$ cat src/sv/ubss_pkg.sv
`default_nettype none

package ubss_pkg;

  // field widths fixed by the interface
  localparam int unsigned OFFSET_W = 32;
  localparam int unsigned CHAR_W   = 7;
  localparam int unsigned LEN_W    = 7;
  localparam int unsigned CFG_W    = 7;

  // configuration register indexes
  localparam logic [0:0] REG_PREFIX_MODE = 1'd0;
  localparam logic [0:0] REG_MIN_LENGTH  = 1'd1;

  // marker and printable range
  localparam logic [7:0]  MARK_FIRST = 8'hFF;
  localparam logic [7:0]  MARK_SECOND = 8'hFE;
  localparam logic [15:0] UNIT_MARK  = 16'hFEFF;
  localparam logic [15:0] UNIT_NUL   = 16'h0000;
  localparam logic [15:0] PRINT_LO   = 16'd32;
  localparam logic [15:0] PRINT_HI   = 16'd126;

  // input word
  typedef struct packed {
    logic [7:0] data_byte;
    logic       end_of_data;
  } in_word_t;

  // output word
  typedef struct packed {
    logic [OFFSET_W-1:0] string_offset;
    logic [CHAR_W-1:0]   character;
    logic                last_of_string;
  } out_word_t;

  // finished string handed from scanner to emitter
  typedef struct packed {
    logic [OFFSET_W-1:0] offset;
    logic [LEN_W-1:0]    count;
  } desc_t;

endpackage

`default_nettype wire

$ cat src/sv/utf16_bom_string_scanner_core.sv
// Output path: a kept string is read out once the byte that closes it has queued its
//   descriptor; each character passes through a registered buffer read, then the output
//   register, and the next character is read only once the previous one has reached it.
// Throughput: one byte per cycle while fewer than two finished strings await output;
//   the two buffer banks set that limit.
// Reset: synchronous, active high; clears scan state, queue and output valid.
//   The character buffer is not cleared.
`default_nettype none

module utf16_bom_string_scanner_core #(
  parameter int unsigned MAX_STRING_LEN = 64
) (
  input  wire logic                       clk,
  input  wire logic                       rst,
  input  wire logic                       in_valid,
  output logic                            in_ready,
  input  wire ubss_pkg::in_word_t         in_payload,
  output logic                            out_valid,
  input  wire logic                       out_ready,
  output ubss_pkg::out_word_t             out_payload,
  input  wire logic                       cfg_we,
  input  wire logic [0:0]                 cfg_index,
  input  wire logic [ubss_pkg::CFG_W-1:0] cfg_data
);

  localparam int unsigned IDX_W = (MAX_STRING_LEN > 1) ? $clog2(MAX_STRING_LEN) : 1;

  logic                          prefix_mode;
  logic [ubss_pkg::CFG_W-1:0]    min_length;
  logic                          accept;
  logic                          push;
  ubss_pkg::desc_t               push_desc;
  ubss_pkg::desc_t               q_head;
  logic                          q_head_slot;
  logic                          q_tail_slot;
  logic                          q_nonempty;
  logic                          q_full;
  logic                          q_pop;
  logic                          ram_we;
  logic [IDX_W:0]                ram_waddr;
  logic [ubss_pkg::CHAR_W-1:0]   ram_wdata;
  logic [IDX_W:0]                ram_raddr;
  logic [ubss_pkg::CHAR_W-1:0]   ram_rdata;

  // configuration registers
  always_ff @(posedge clk) begin
    if (rst) begin
      prefix_mode <= 1'b0;
      min_length  <= '0;
    end else if (cfg_we) begin
      unique case (cfg_index)
        ubss_pkg::REG_PREFIX_MODE: prefix_mode <= cfg_data[0];
        ubss_pkg::REG_MIN_LENGTH:  min_length  <= cfg_data;
        default: ;
      endcase
    end
  end

  // the bank being filled must not hold a string still awaiting output
  assign in_ready = ~q_full;
  assign accept   = in_valid & in_ready;

  ubss_front #(.MAX_STRING_LEN(MAX_STRING_LEN)) u_front (
    .clk         (clk),
    .rst         (rst),
    .accept      (accept),
    .in_payload  (in_payload),
    .prefix_mode (prefix_mode),
    .min_length  (min_length),
    .wr_bank     (q_tail_slot),
    .push        (push),
    .push_desc   (push_desc),
    .ram_we      (ram_we),
    .ram_waddr   (ram_waddr),
    .ram_wdata   (ram_wdata)
  );

  ubss_desc_q u_queue (
    .clk       (clk),
    .rst       (rst),
    .push      (push),
    .push_desc (push_desc),
    .pop       (q_pop),
    .head      (q_head),
    .head_slot (q_head_slot),
    .tail_slot (q_tail_slot),
    .nonempty  (q_nonempty),
    .full      (q_full)
  );

  // two banks of characters, one per queue slot
  ubss_ram #(
    .WIDTH (ubss_pkg::CHAR_W),
    .DEPTH (2 ** (IDX_W + 1))
  ) u_buf (
    .clk   (clk),
    .we    (ram_we),
    .waddr (ram_waddr),
    .wdata (ram_wdata),
    .raddr (ram_raddr),
    .rdata (ram_rdata)
  );

  ubss_back #(.MAX_STRING_LEN(MAX_STRING_LEN)) u_back (
    .clk         (clk),
    .rst         (rst),
    .q_nonempty  (q_nonempty),
    .q_head      (q_head),
    .q_slot      (q_head_slot),
    .q_pop       (q_pop),
    .ram_raddr   (ram_raddr),
    .ram_rdata   (ram_rdata),
    .out_valid   (out_valid),
    .out_ready   (out_ready),
    .out_payload (out_payload)
  );

endmodule

`default_nettype wire

$ cat src/sv/ubss_ram.sv
`default_nettype none

module ubss_ram #(
  parameter int unsigned WIDTH = 8,
  parameter int unsigned DEPTH = 16
) (
  input  wire logic                     clk,
  input  wire logic                     we,
  input  wire logic [$clog2(DEPTH)-1:0] waddr,
  input  wire logic [WIDTH-1:0]         wdata,
  input  wire logic [$clog2(DEPTH)-1:0] raddr,
  output logic      [WIDTH-1:0]         rdata
);

  logic [WIDTH-1:0] mem [DEPTH];

  // one write port, registered read port
  always_ff @(posedge clk) begin
    if (we) begin
      mem[waddr] <= wdata;
    end
    rdata <= mem[raddr];
  end

endmodule

`default_nettype wire

$ cat src/sv/ubss_front.sv
`default_nettype none

module ubss_front #(
  parameter int unsigned MAX_STRING_LEN = 64,
  localparam int unsigned IDX_W = (MAX_STRING_LEN > 1) ? $clog2(MAX_STRING_LEN) : 1
) (
  input  wire logic                      clk,
  input  wire logic                      rst,
  input  wire logic                      accept,
  input  wire ubss_pkg::in_word_t        in_payload,
  input  wire logic                      prefix_mode,
  input  wire logic [ubss_pkg::CFG_W-1:0] min_length,
  input  wire logic                      wr_bank,
  output logic                           push,
  output ubss_pkg::desc_t                push_desc,
  output logic                           ram_we,
  output logic [IDX_W:0]                 ram_waddr,
  output logic [ubss_pkg::CHAR_W-1:0]    ram_wdata
);

  localparam int unsigned CNT_W = $clog2(MAX_STRING_LEN + 1);

  typedef enum logic [1:0] {PH_SEARCH, PH_LOW, PH_HIGH} phase_t;

  phase_t                          phase, phase_next;
  logic [ubss_pkg::OFFSET_W-1:0]   position, position_next;
  logic [7:0]                      prev_byte, prev_byte_next;
  logic                            prev_valid, prev_valid_next;
  logic [7:0]                      pend_low, pend_low_next;
  logic                            clean, clean_next;
  logic                            ovf, ovf_next;
  logic [ubss_pkg::OFFSET_W-1:0]   start_off, start_off_next;
  logic [CNT_W-1:0]                cnt, cnt_next;

  logic [15:0]      unit;
  logic             mid_flush;
  logic             open_str;
  logic             do_flush;
  logic             keep;
  logic [CNT_W-1:0] flush_cnt;
  logic             flush_clean;
  logic             flush_ovf;
  logic [7:0]       b;

  assign b    = in_payload.data_byte;
  assign unit = {b, pend_low};

  // per-byte scan step
  always_comb begin
    phase_next      = phase;
    position_next   = position + 32'd1;
    prev_byte_next  = prev_byte;
    prev_valid_next = prev_valid;
    pend_low_next   = pend_low;
    clean_next      = clean;
    ovf_next        = ovf;
    start_off_next  = start_off;
    cnt_next        = cnt;
    mid_flush       = 1'b0;
    open_str        = 1'b0;
    ram_we          = 1'b0;

    unique case (phase)
      PH_LOW: begin
        pend_low_next = b;
        phase_next    = PH_HIGH;
      end
      PH_HIGH: begin
        if (unit == ubss_pkg::UNIT_NUL) begin
          mid_flush       = 1'b1;
          phase_next      = PH_SEARCH;
          prev_byte_next  = b;
          prev_valid_next = prefix_mode;
        end else if (unit == ubss_pkg::UNIT_MARK) begin
          mid_flush = 1'b1;
          open_str  = 1'b1;
        end else if (unit < ubss_pkg::PRINT_LO || unit > ubss_pkg::PRINT_HI) begin
          if (prefix_mode) begin
            mid_flush       = 1'b1;
            phase_next      = PH_SEARCH;
            prev_byte_next  = b;
            prev_valid_next = 1'b1;
          end else begin
            clean_next = 1'b0;
            phase_next = PH_LOW;
          end
        end else begin
          if (cnt < CNT_W'(MAX_STRING_LEN)) begin
            ram_we   = accept;
            cnt_next = CNT_W'(cnt + 1'b1);
          end else begin
            ovf_next = 1'b1;
          end
          phase_next = PH_LOW;
        end
      end
      default: begin
        if (prev_valid && prev_byte == ubss_pkg::MARK_FIRST &&
            b == ubss_pkg::MARK_SECOND) begin
          open_str = 1'b1;
        end else begin
          prev_byte_next  = b;
          prev_valid_next = 1'b1;
        end
      end
    endcase

    // string as it stands before a new one opens
    flush_cnt   = cnt_next;
    flush_clean = clean_next;
    flush_ovf   = ovf_next;

    if (open_str) begin
      start_off_next  = position - 32'd1;
      phase_next      = PH_LOW;
      cnt_next        = '0;
      clean_next      = 1'b1;
      ovf_next        = 1'b0;
      prev_valid_next = 1'b0;
    end

    // a string opened by this byte is still empty at end of data
    do_flush = mid_flush |
               (in_payload.end_of_data & (phase_next != PH_SEARCH) & ~open_str);

    // end of image: back to reset values
    if (in_payload.end_of_data) begin
      phase_next      = PH_SEARCH;
      position_next   = '0;
      prev_byte_next  = '0;
      prev_valid_next = 1'b0;
      pend_low_next   = '0;
      clean_next      = 1'b1;
      ovf_next        = 1'b0;
      start_off_next  = '0;
      cnt_next        = '0;
    end
  end

  // keep rule
  always_comb begin
    if (flush_cnt == '0 || flush_ovf) begin
      keep = 1'b0;
    end else if (prefix_mode) begin
      keep = ubss_pkg::LEN_W'(flush_cnt) >= min_length;
    end else begin
      keep = flush_clean;
    end
  end

  assign push             = accept & do_flush & keep;
  assign push_desc.offset = start_off;
  assign push_desc.count  = ubss_pkg::LEN_W'(flush_cnt);

  assign ram_waddr = {wr_bank, cnt[IDX_W-1:0]};
  assign ram_wdata = unit[ubss_pkg::CHAR_W-1:0];

  // scanner state
  always_ff @(posedge clk) begin
    if (rst) begin
      phase      <= PH_SEARCH;
      position   <= '0;
      prev_byte  <= '0;
      prev_valid <= 1'b0;
      pend_low   <= '0;
      clean      <= 1'b1;
      ovf        <= 1'b0;
      start_off  <= '0;
      cnt        <= '0;
    end else if (accept) begin
      phase      <= phase_next;
      position   <= position_next;
      prev_byte  <= prev_byte_next;
      prev_valid <= prev_valid_next;
      pend_low   <= pend_low_next;
      clean      <= clean_next;
      ovf        <= ovf_next;
      start_off  <= start_off_next;
      cnt        <= cnt_next;
    end
  end

endmodule

`default_nettype wire

$ cat src/sv/ubss_desc_q.sv
`default_nettype none

module ubss_desc_q (
  input  wire logic            clk,
  input  wire logic            rst,
  input  wire logic            push,
  input  wire ubss_pkg::desc_t push_desc,
  input  wire logic            pop,
  output ubss_pkg::desc_t      head,
  output logic                 head_slot,
  output logic                 tail_slot,
  output logic                 nonempty,
  output logic                 full
);

  localparam logic [1:0] Q_DEPTH = 2'd2;

  ubss_pkg::desc_t slots [2];
  logic            wr_ptr;
  logic            rd_ptr;
  logic [1:0]      fill;

  // pointers and fill level
  always_ff @(posedge clk) begin
    if (rst) begin
      wr_ptr <= 1'b0;
      rd_ptr <= 1'b0;
      fill   <= '0;
    end else begin
      if (push) begin
        wr_ptr <= ~wr_ptr;
      end
      if (pop) begin
        rd_ptr <= ~rd_ptr;
      end
      case ({push, pop})
        2'b10:   fill <= fill + 2'd1;
        2'b01:   fill <= fill - 2'd1;
        default: fill <= fill;
      endcase
    end
  end

  // descriptor storage
  always_ff @(posedge clk) begin
    if (push) begin
      slots[wr_ptr] <= push_desc;
    end
  end

  assign head      = slots[rd_ptr];
  assign head_slot = rd_ptr;
  assign tail_slot = wr_ptr;
  assign nonempty  = (fill != '0);
  assign full      = (fill == Q_DEPTH);

endmodule

`default_nettype wire

$ cat src/sv/ubss_back.sv
`default_nettype none

module ubss_back #(
  parameter int unsigned MAX_STRING_LEN = 64,
  localparam int unsigned IDX_W = (MAX_STRING_LEN > 1) ? $clog2(MAX_STRING_LEN) : 1
) (
  input  wire logic                       clk,
  input  wire logic                       rst,
  input  wire logic                       q_nonempty,
  input  wire ubss_pkg::desc_t            q_head,
  input  wire logic                       q_slot,
  output logic                            q_pop,
  output logic [IDX_W:0]                  ram_raddr,
  input  wire logic [ubss_pkg::CHAR_W-1:0] ram_rdata,
  output logic                            out_valid,
  input  wire logic                       out_ready,
  output ubss_pkg::out_word_t             out_payload
);

  logic [IDX_W-1:0]              idx;
  logic                          rd_pending;
  logic [ubss_pkg::OFFSET_W-1:0] p_offset;
  logic                          p_last;
  logic                          issue;
  logic                          last_rd;

  // read one character when the output register is free on arrival
  assign issue   = q_nonempty & ~rd_pending & (~out_valid | out_ready);
  assign last_rd = (8'(idx) + 8'd1) == 8'(q_head.count);
  assign q_pop   = issue & last_rd;
  assign ram_raddr = {q_slot, idx};

  // read sequencer
  always_ff @(posedge clk) begin
    if (rst) begin
      idx        <= '0;
      rd_pending <= 1'b0;
    end else begin
      rd_pending <= issue;
      if (issue) begin
        idx <= last_rd ? '0 : IDX_W'(idx + 1'b1);
      end
    end
  end

  always_ff @(posedge clk) begin
    if (issue) begin
      p_offset <= q_head.offset;
      p_last   <= last_rd;
    end
  end

  // output register
  always_ff @(posedge clk) begin
    if (rst) begin
      out_valid <= 1'b0;
    end else if (rd_pending) begin
      out_valid <= 1'b1;
    end else if (out_ready) begin
      out_valid <= 1'b0;
    end
  end

  always_ff @(posedge clk) begin
    if (rd_pending) begin
      out_payload.string_offset  <= p_offset;
      out_payload.character      <= ram_rdata;
      out_payload.last_of_string <= p_last;
    end
  end

endmodule

`default_nettype wire

$ cat config.mk
export PLATFORM = sky130hd
export DESIGN_NAME = utf16_bom_string_scanner_core
export DESIGN_NICKNAME = d
export VERILOG_FILES = /design/src/sv/ubss_pkg.sv /design/src/sv/utf16_bom_string_scanner_core.sv /design/src/sv/ubss_ram.sv /design/src/sv/ubss_front.sv /design/src/sv/ubss_desc_q.sv /design/src/sv/ubss_back.sv
export SDC_FILE = /design/constraint.sdc
export NUM_CORES = 1
export LEC_CHECK = 0
export ABC_AREA = 1
export BUFFER_PORTS_ARGS = -buffer_cell sky130_fd_sc_hd__buf_2
export CELL_PAD_IN_SITES_DETAIL_PLACEMENT = 1
export CELL_PAD_IN_SITES_GLOBAL_PLACEMENT = 2
export CORE_MARGIN = 1.5
export CORE_UTILIZATION = 44
export DETAILED_ROUTE_END_ITERATION = 16
export PLACE_DENSITY_LB_ADDON = 0.15
export SYNTH_ARGS = -nofsm -noshare
export SYNTH_HDL_FRONTEND = slang
export SYNTH_SLANG_ARGS = --single-unit
export TNS_END_PERCENT = 10
$ cat constraint.sdc
create_clock -name clk -period 7.53 [get_ports clk]
set_input_delay 1.1295 -clock clk [delete_from_list [all_inputs] [get_ports clk]]
set_output_delay 1.1295 -clock clk [all_outputs]
set_load 0.02 [all_outputs]
==> impl_metrics.csv, run 1 <==
group,metric,value,unit
status,status,"completed",
setup_path,crit_slowest_cell,"dfxtp_4",
clocking,clk_path_buf_depth,3,
setup_path,worstSetupPathType,"reg -> reg",
pwr,ir_drop,0.194,mV
logic_synthesis,yosysUniqueCellTypes,52,
clocking,cts-htree-levels,3,
sta,setup_viol,0,
clocking,cts_setup_buffers,0,
clocking,numCtsBuffers,121,
setup_path,critPathMaxFanout,62,
sta,max_freq,0.197,GHz
hold_path,min_path_type,"reg -> reg",
clocking,hold_buffers,0,
drt,drtIter0Drc,2852,
drt,wl_per_cell,26.2,um
floorplan,die_x,330,um
sta,setup_ws,2.46,ns
global_routing,first_global_vias,32422,
sta,rsz0062_at_grt,"no",
place,portBuffers,63,
setup_path,worstPathRequired,7.84,ns
floorplan,dieHeight,330,um
global_routing,grt_usage,25.7,%
final_layout,antennaDiodeCount,0,
final_layout,final_area,52700,um^2
setup_path,startpoint_type,"flip-flop",
drt,ant_nets,0,
logic_synthesis,synth_edf_count,1047,
logic_synthesis,synth.largest_area_cell,"edfxtp_1",
sta,period_needed,5.07,ns
floorplan,initial_core_util,44.5,%
final_layout,drive_gt1_share,10.4,%
floorplan,fp.dieArea,109000,um^2
drt,viasPerCell,5.88,
place,gp_congestion,0.840,
final_layout,layout_common_cells,"edfxtp_1, nor2_1, o21ai_0, nand2_1, o22ai_1",
clocking,clk-insertion-delay-late,0.70,ns
logic_synthesis,synthesis.nets,3888,
clocking,cts-resized-gates,0,
sta,finalCritPeriodShare,67.3,%
logic_synthesis,synth.area.top_cells,"edfxtp_1, nor2_1, dfxtp_1, o21ai_0, nand2_1",
sta,finClkSkew,0.0278,ns
global_routing,grt_pass1_wl,210,mm
drt,drc,0,
logic_synthesis,ys_seq_area_share,71.9,%
drt,first_pass_iters,5,
sta,relSlewSlack,18.4,%
setup_path,reg2reg_depth,22,
logic_synthesis,postSynthAreaPerCell,12.2,um^2
setup_path,arrival,5.38,ns
global_routing,grt_overflow,0,
sta,final-max-slew-violation-count,0,
place,hpwl,83.9,mm
global_routing,antenna_found_initial,1,
floorplan,num_rows,119,
logic_synthesis,synth-seq-cells,1167,
setup_path,critPathMaxStageDelay,0.95,ns
job,cap_violations,0,
sta,worst_pin_slew,1.22,ns
setup_path,path_cells,"inv_2, a21oi_2, nand2_1, nor2_1, nand2_1, nand2_1, nand2_1, ha_1, nand2_1, nand2_1, nand2_1, nand2_1, nand2_1, nand2_1, nand2_1, nand2_1, nand2_1, nand3_1, nand2_1, inv_1, nand3_1, nor2_4",
logic_synthesis,synth-async-reset-ratio,0,%
logic_synthesis,netlist_instances,3852,
drt,totalWireLength,140,mm
sta,finalHoldViolCount,0,
logic_synthesis,ys_warn_count,0,
final_layout,final_common_cell,"edfxtp_1",
pwr,p_per_area,258,nW/um^2
setup_path,end_kind,"flip-flop",
drt,routed-via-count,31371,
place,dpl_worst_slack,1.91,ns
logic_synthesis,yosysTopAreaCellShare,66.8,%
clocking,cts_tree,"yes",
sta,finalSetupTns,0,ns
floorplan,design.core.area,106000,um^2
final_layout,nFillCells,10783,
floorplan,num_io_pins,64,
setup_path,cpMostUsedCell,"nand2_1",
final_layout,final_nets,3878,
place,dpl_cell_area,48500,um^2
logic_synthesis,ys.flop_type,"edfxtp_1",
global_routing,grt_max_degree,224,
final_layout,area_growth,12.1,%
pwr,p_total,13.6,mW
clocking,path_clk_slew,0.06,ns
pwr,leakagePower,16.3,nW
clocking,cts_sinks,1167,
logic_synthesis,synth_area,47100,um^2
hold_path,whs_path_depth,0,
clocking,cts-root-buf,"clkbuf_16",
-- synthesized netlist by cell type (all sizes together), types with 23 or more instances --
library cell,number
o21ai,458
xor2,25
inv,125
buf,93
nor2,663
edfxtp,1047
clkbuf,139
nor3,37
mux2,32
a21oi,174
o22ai,200
nand2,424
nand3,134
dfxtp,120
o221ai,96
nand4,23
-- metal layers --
layer	vias to the layer above	part of all wire, %	GRT usage (%)
met4	2	2.2	6.95
met2	940	47	41.8
li1	14079	-	-
met5	-	0.014	0
met1	16164	45	36.7
met3	186	5.2	3.07
-- state kept, by name, indices dropped and copies added (netlist names), 2 cells and up, named ones only --
name and count:
u_buf.mem 896, u_queue.slots 78, u_back.out_payload 40, u_back.p_offset 32
u_front.position 32, u_front.start_off 32, u_front.pend_low 8, u_front.prev_byte 8
min_length 7, u_buf.rdata 7, u_front.cnt 7, u_back.idx 6
u_front.phase 2, u_queue.fill 2
-- logic make-up (layout without fill, tap and decap cells) --
logic type | Yosys count | in the layout | share of synthesized area (%)
compound gates | 943 | 943 | 11.5
xor+xnor | 29 | 29 | 0.540
fa+ha+maj | 14 | 14 | 0.372
buf+inv | 363 | 459 | 3.17
flops | 1167 | 1167 | 71.9
mux | 35 | 35 | 0.830
simple gates | 1301 | 1301 | 11.6
-- where the power goes --
part	total, mW	leakage, nW	internal, mW	switching [mW]
logic	0.164	5.07	0.0358	0.128
registers	7.04	9.16	7.01	0.0308
clock network	6.41	2.09	3.87	2.54
-- final cells by class --
type	instances	area [um^2]	area share, %
sequential	1167	33900	64.3
timing repair buffer	99	586	1.11
clock buffer	155	3340	6.34
multi-input combinational	2322	11700	22.2
clock inverter	74	938	1.78
inverter	131	513	0.973
tap	1391	1740	3.30
-- stage by stage --
| stage | hold slack [ns] | std cells | utilization, % |
|---|---|---|---|
| floorplan | 0.386 | 3852 | - |
| global placement | 0.396 | 5110 | 45.8 |
| detailed placement | 0.404 | 5110 | 45.8 |
| CTS | 0.418 | 5339 | 49.9 |
| global route | 0.425 | 5339 | 49.9 |
| finish | 0.414 | 5339 | 49.9 |
-- final timing paths --
check	start	to	slack, ns
worst max-delay path	u_front.pend_low[6]$_SDFFE_PP0P_	u_queue.slots[0][21]$_DFFE_PP_	2.46
worst max register to register	u_front.pend_low[6]$_SDFFE_PP0P_	u_queue.slots[0][21]$_DFFE_PP_	2.46
worst min-delay path	u_buf.rdata[2]$_DFF_P_	u_back.out_payload[3]$_DFFE_PP_	0.41
worst min register to register	u_buf.rdata[2]$_DFF_P_	u_back.out_payload[3]$_DFFE_PP_	0.41
-- worst max-delay path: cells and delay by family, from the launching register on --
family | cells | cell delay (ns)
adder cells (fa/ha/maj) | 1 | 0.30
AO/OA/AOI/OAI | 1 | 0.23
flip-flops | 1 | 0.95
buffers and inverters | 2 | 0.16
AND/OR/NAND/NOR | 18 | 3.00
Note: power is estimated with default switching activity, not from simulation.
==> run 2, diff against run 1 <==
CORE_UTILIZATION = 40   (was 44)
clock period = 4.28 ns   (was 7.53 ns; I/O delays follow)
==> run 2 against run 1 <==
  * Register-to-register slack got worse by 1.7 ns
  * Maximum frequency increased by 44%
  * Final cell count increased by 3.2%
  * Largest cell class unchanged
  * Highest routed layer is now met4
==> impl_metrics.csv, run 2 (same netlist as run 1, synthesis figures left out) <==
group,metric,value,unit
floorplan,initial_core_util,40.4,%
final_layout,drive_gt1_share,10.9,%
clocking,cts-resized-gates,0,
pwr,leakagePower,16.5,nW
sta,worst_pin_slew,1.09,ns
clocking,hold_buffers,0,
global_routing,first_global_vias,31711,
drt,wl_per_cell,25.0,um
floorplan,die_x,346,um
global_routing,antenna_found_initial,2,
final_layout,final_common_cell,"edfxtp_1",
pwr,ir_drop,0.387,mV
final_layout,reg_top3,"u_buf.mem x896, u_queue.slots x78, u_back.out_payload x40",
sta,relSlewSlack,27.6,%
place,gp_congestion,0.787,
clocking,cts_sinks,1167,
final_layout,regMostFlops,"u_buf.mem",
sta,finClkSkew,0.0217,ns
drt,drc,0,
final_layout,area_growth,13.3,%
sta,max_freq,0.283,GHz
place,portBuffers,63,
floorplan,design.core.area,116000,um^2
sta,setup_viol,0,
status,status,"completed",
pwr,p_per_area,450,nW/um^2
final_layout,nFillCells,12064,
floorplan,num_io_pins,64,
drt,viasPerCell,5.59,
final_layout,stdcell_count,5511,
final_layout,multi_input_area,11700,um^2
drt,ant_nets,0,
setup_path,end_kind,"flip-flop",
sta,hold_slack,0.179,ns
final_layout,layout_common_cells,"edfxtp_1, nor2_1, o21ai_0, nand2_1, o22ai_1",
clocking,cts_tree,"yes",
clocking,path_clk_slew,0.06,ns
setup_path,worstPathRequired,4.94,ns
global_routing,grt_max_degree,140,
global_routing,globalRouteMet3Util,3.91,%
setup_path,cpMostUsedCell,"nand2_1",
sta,rsz0062_at_grt,"no",
sta,final-max-slew-violation-count,0,
sta,finalHoldViolCount,0,
floorplan,num_rows,125,
clocking,cts_setup_buffers,0,
place,place_inst,5275,
floorplan,dieHeight,346,um
setup_path,worstSetupPathType,"reg -> reg",
setup_path,critPathMaxStageDelay,0.37,ns
hold_path,min_path_type,"in -> reg",
setup_path,crit_slowest_cell,"ha_1",
clocking,cts-htree-levels,4,
job,cap_violations,0,
global_routing,grt_usage,22.9,%
global_routing,use_met2,36.9,%
global_routing,grt_pass1_wl,207,mm
clocking,cts-root-buf,"clkbuf_16",
clocking,numCtsBuffers,131,
setup_path,critPathMaxFanout,26,
drt,totalWireLength,138,mm
drt,routed-via-count,30787,
final_layout,final_nets,3920,
sta,finalCritPeriodShare,82.5,%
global_routing,grt_use_met1,32.3,%
setup_path,arrival,4.19,ns
clocking,clk-insertion-delay-late,0.75,ns
global_routing,grt_overflow,0,
sta,finalSetupTns,0,ns
place,hpwl,82.5,mm
drt,drtIter0Drc,2482,
global_routing,grt.busiest_layer,"met2",
setup_path,startpoint_type,"flip-flop",
floorplan,fp.dieArea,120000,um^2
clocking,clk_path_buf_depth,3,
drt,first_pass_iters,5,
final_layout,regArea,33900,um^2
final_layout,largest_register_ffs,896,
sta,period_needed,3.53,ns
[run 2: cell types whose count changed in the layout (fill, tap and decap cells not counted), moves of 2 or more]
cell / before / now
buf_4: 36 / 57
clkbuf_16: 126 / 142
clkinv_2: 29 / 16
bufinv_16: 22 / 10
buf_12: 0 / 11
clkinv_1: 20 / 30
clkbuf_1: 21 / 28
clkinvlp_4: 8 / 3
clkinv_4: 0 / 2
inv_6: 1 / 3
[run 2: area by class of cell]
type / count / share of cell area, %
Inverter: 131 / 0.960
Tap cell: 1524 / 3.58
Clock inverter: 57 / 0.991
Clock buffer: 178 / 7.07
Timing Repair Buffer: 131 / 1.81
Multi-Input combinational cell: 2322 / 22.0
Sequential cell: 1167 / 63.6
Antenna cell: 1 / 0.00470
[run 2: routing by layer]
layer / vias up / share of wire, %
met3: 172 / 4.8
met4: 0 / 1.9
met5: - / 0
met1: 15799 / 46
li1: 14192 / -
met2: 624 / 47
[run 2: worst paths after layout]
kind / to / cells after the start / slack, ns / start
hold / removal: min_length[5]$_SDFFE_PP0P_ / 3 / 0.18 / cfg_data[5]
hold reg to reg: u_back.out_payload[7]$_DFFE_PP_ / 0 / 0.40 / u_buf.rdata[6]$_DFF_P_
setup / recovery: u_queue.fill[1]$_SDFFE_PP0P_ / 30 / 0.75 / u_front.pend_low[6]$_SDFFE_PP0P_
setup reg to reg: u_queue.fill[1]$_SDFFE_PP0P_ / 30 / 0.75 / u_front.pend_low[6]$_SDFFE_PP0P_
[run 2: worst max-delay path: cells and delay by family, from the launching register on]
family | cells | cell delay, ns
DFF | 1 | 0.35
and+or+nand+nor | 22 | 1.87
buffers and inverters | 5 | 0.53
AOI/OAI and AO/OA | 1 | 0.08
adders and majority gates | 2 | 0.63
[run 2: through the flow]
stage / power (mW) / worst slack, ns / instance area (um^2) / utilization (%)
2_1_floorplan: 12.8 / -0.0285 / 47100 / -
3_3_place_gp: 12.9 / 0.382 / 49000 / 42.1
3_5_place_dp: 12.9 / 0.357 / 49000 / 42.1
4_1_cts: 24.2 / 0.726 / 53300 / 45.8
5_1_grt: 24.6 / 0.267 / 53300 / 45.8
6_report: 24.0 / 0.748 / 53300 / 45.8
[run 2: where the power goes]
group | leakage, nW | internal, mW | switching, mW
clock network | 2.10 | 6.75 | 4.55
logic | 5.25 | 0.0665 | 0.245
registers | 9.16 | 12.3 | 0.0202
total | 16.5 | 19.2 | 4.82
==> run 3, diff against run 2 <==
clock period = 3.15 ns   (was 4.28 ns; I/O delays follow)
==> run 3 against run 2 <==
  * Largest power group unchanged
  * Worst hold slack worse by 0.11 ns
  * Final cell count increased by 4.3%
  * Via count is 3.0% higher
  * Critical path depth shrank 2
  * Clock skew hardly changed
==> impl_metrics.csv, run 3 (same netlist as run 1, synthesis figures left out) <==
group,metric,value,unit
final_layout,final_nets,4162,
drt,wl_per_cell,24.2,um
place,gp_congestion,0.780,
sta,relSlewSlack,26.1,%
final_layout,stdcell_count,5748,
floorplan,fp.dieArea,120000,um^2
drt,drc,0,
setup_path,end_kind,"flip-flop",
final_layout,regMostFlops,"u_buf.mem",
setup_path,worstSetupPathType,"reg -> reg",
sta,max_freq,0.340,GHz
final_layout,final_common_cell,"edfxtp_1",
sta,rsz0062_at_grt,"yes",
pwr,p_per_area,575,nW/um^2
drt,drtIter0Drc,2535,
setup_path,worstPathRequired,3.59,ns
status,status,"completed",
sta,setup_viol,0,
pwr,p_total,31.9,mW
final_layout,final_area,55400,um^2
setup_path,cpMostUsedCell,"nand2_1",
job,cap_violations,0,
global_routing,grt_usage,23.1,%
setup_path,crit_slowest_cell,"dfxtp_4",
sta,finalCritPeriodShare,93.4,%
drt,routed-via-count,31701,
final_layout,area_growth,17.7,%
sta,worst_pin_slew,1.11,ns
clocking,path_clk_slew,0.06,ns
setup_path,critPathMaxStageDelay,0.34,ns
final_layout,layout_common_cells,"edfxtp_1, nor2_1, o21ai_0, nand2_1, buf_4",
setup_path,startpoint_type,"flip-flop",
final_layout,post-route-util,47.6,%
pwr,ir_drop,0.405,mV
clocking,numCtsBuffers,130,
global_routing,grt_overflow,0,
global_routing,grt_max_degree,89,
clocking,cts-htree-levels,4,
clocking,cts_sinks,1167,
drt,first_pass_iters,6,
place,dpl_cell_area,51000,um^2
global_routing,antenna_found_initial,3,
clocking,cts-root-buf,"clkbuf_16",
floorplan,num_io_pins,64,
sta,finalHoldViolCount,0,
floorplan,dieHeight,346,um
drt,ant_nets,0,
place,hpwl,84.8,mm
pwr,leakagePower,17.8,nW
global_routing,grt_pass1_wl,209,mm
hold_path,min_path_type,"in -> reg",
floorplan,die_x,346,um
clocking,clk_path_buf_depth,3,
sta,final-max-slew-violation-count,0,
floorplan,design.core.area,116000,um^2
drt,viasPerCell,5.52,
drt,totalWireLength,139,mm
sta,finClkSkew,0.0212,ns
floorplan,num_rows,125,
sta,hold_slack,0.0647,ns
floorplan,initial_core_util,40.4,%
setup_path,critPathMaxFanout,8,
sta,period_needed,2.94,ns
final_layout,largest_register_ffs,896,
final_layout,reg_top3,"u_buf.mem x896, u_queue.slots x78, u_back.out_payload x40",
clocking,clk-insertion-delay-late,0.74,ns
global_routing,first_global_vias,32729,
clocking,cts_tree,"yes",
final_layout,drive_gt1_share,16.2,%
setup_path,arrival,3.38,ns
place,place_inst,5502,
place,portBuffers,63,
## run 3: cell types whose count changed in the layout (fill, tap and decap cells not counted), moves of 5 or more
cell,previous run,this run
buf_4,57,266
buf_12,11,32
dlygate4sd3_1,0,9
nand2_1,416,407
nand2_2,8,15
nor2_1,644,637
clkbuf_16,142,137
clkbuf_8,8,3
## run 3: final timing paths
| path | slack (ns) | startpoint | to | cells past startpoint |
|---|---|---|---|---|
| max | 0.21 | u_front.pend_low[3]$_SDFFE_PP0P_ | u_queue.slots[1][34]$_DFFE_PP_ | 28 |
| max reg2reg | 0.21 | u_front.pend_low[3]$_SDFFE_PP0P_ | u_queue.slots[1][34]$_DFFE_PP_ | 28 |
| min reg2reg | 0.40 | u_buf.rdata[3]$_DFF_P_ | u_back.out_payload[4]$_DFFE_PP_ | 0 |
| min | 0.06 | cfg_data[1] | min_length[1]$_SDFFE_PP0P_ | 3 |
## run 3: layer usage
metal	vias to the layer above	part of all wire [%]	track usage, %
li1	14683	-	-
met1	16078	45	32.2
met2	737	48	37.9
met3	201	4.8	3.13
met4	2	2.4	6.80
met5	-	0.0057	0
## run 3: metrics by stage
stage	worst slack (ns)	setup TNS [ns]
finish	0.209	0
global route	-0.102	-3.14
CTS	0.136	0
detailed placement	-0.248	-16.68
global placement	-0.212	-13.15
floorplan	-0.525	-40.16
## run 3: critical path: cells and delay by family, from the launching register on
family,cells,cell delay (ns)
adders and majority gates,1,0.25
buffers and inverters,6,0.60
DFF,1,0.34
and+or+nand+nor,21,1.43
## run 3: cell type report
class                           count  area, um^2
Timing Repair Buffer              374        3120
Clock buffer                      165        3520
Fill cell                       12096       61000
Sequential cell                  1167       33900
Inverter                          131         518
Tap cell                         1524        1910
Clock inverter                     64         554
Antenna cell                        1        2.50
Multi-Input combinational cell   2322       11900
## run 3: power by group
part | total [mW] | switching (mW) | internal (mW)
Combinational | 0.452 | 0.337 | 0.115
Clock | 14.6 | 6.11 | 8.49
Sequential | 16.8 | 0.0292 | 16.8
## run 3: repair_timing
item                                    in CTS  in global routing
endpoints found under the setup margin       0                 80
resized for setup                            0                 30
hold buffers                                 9                  0
endpoints found under the hold margin        7                  0
buffers inserted                             0                  4
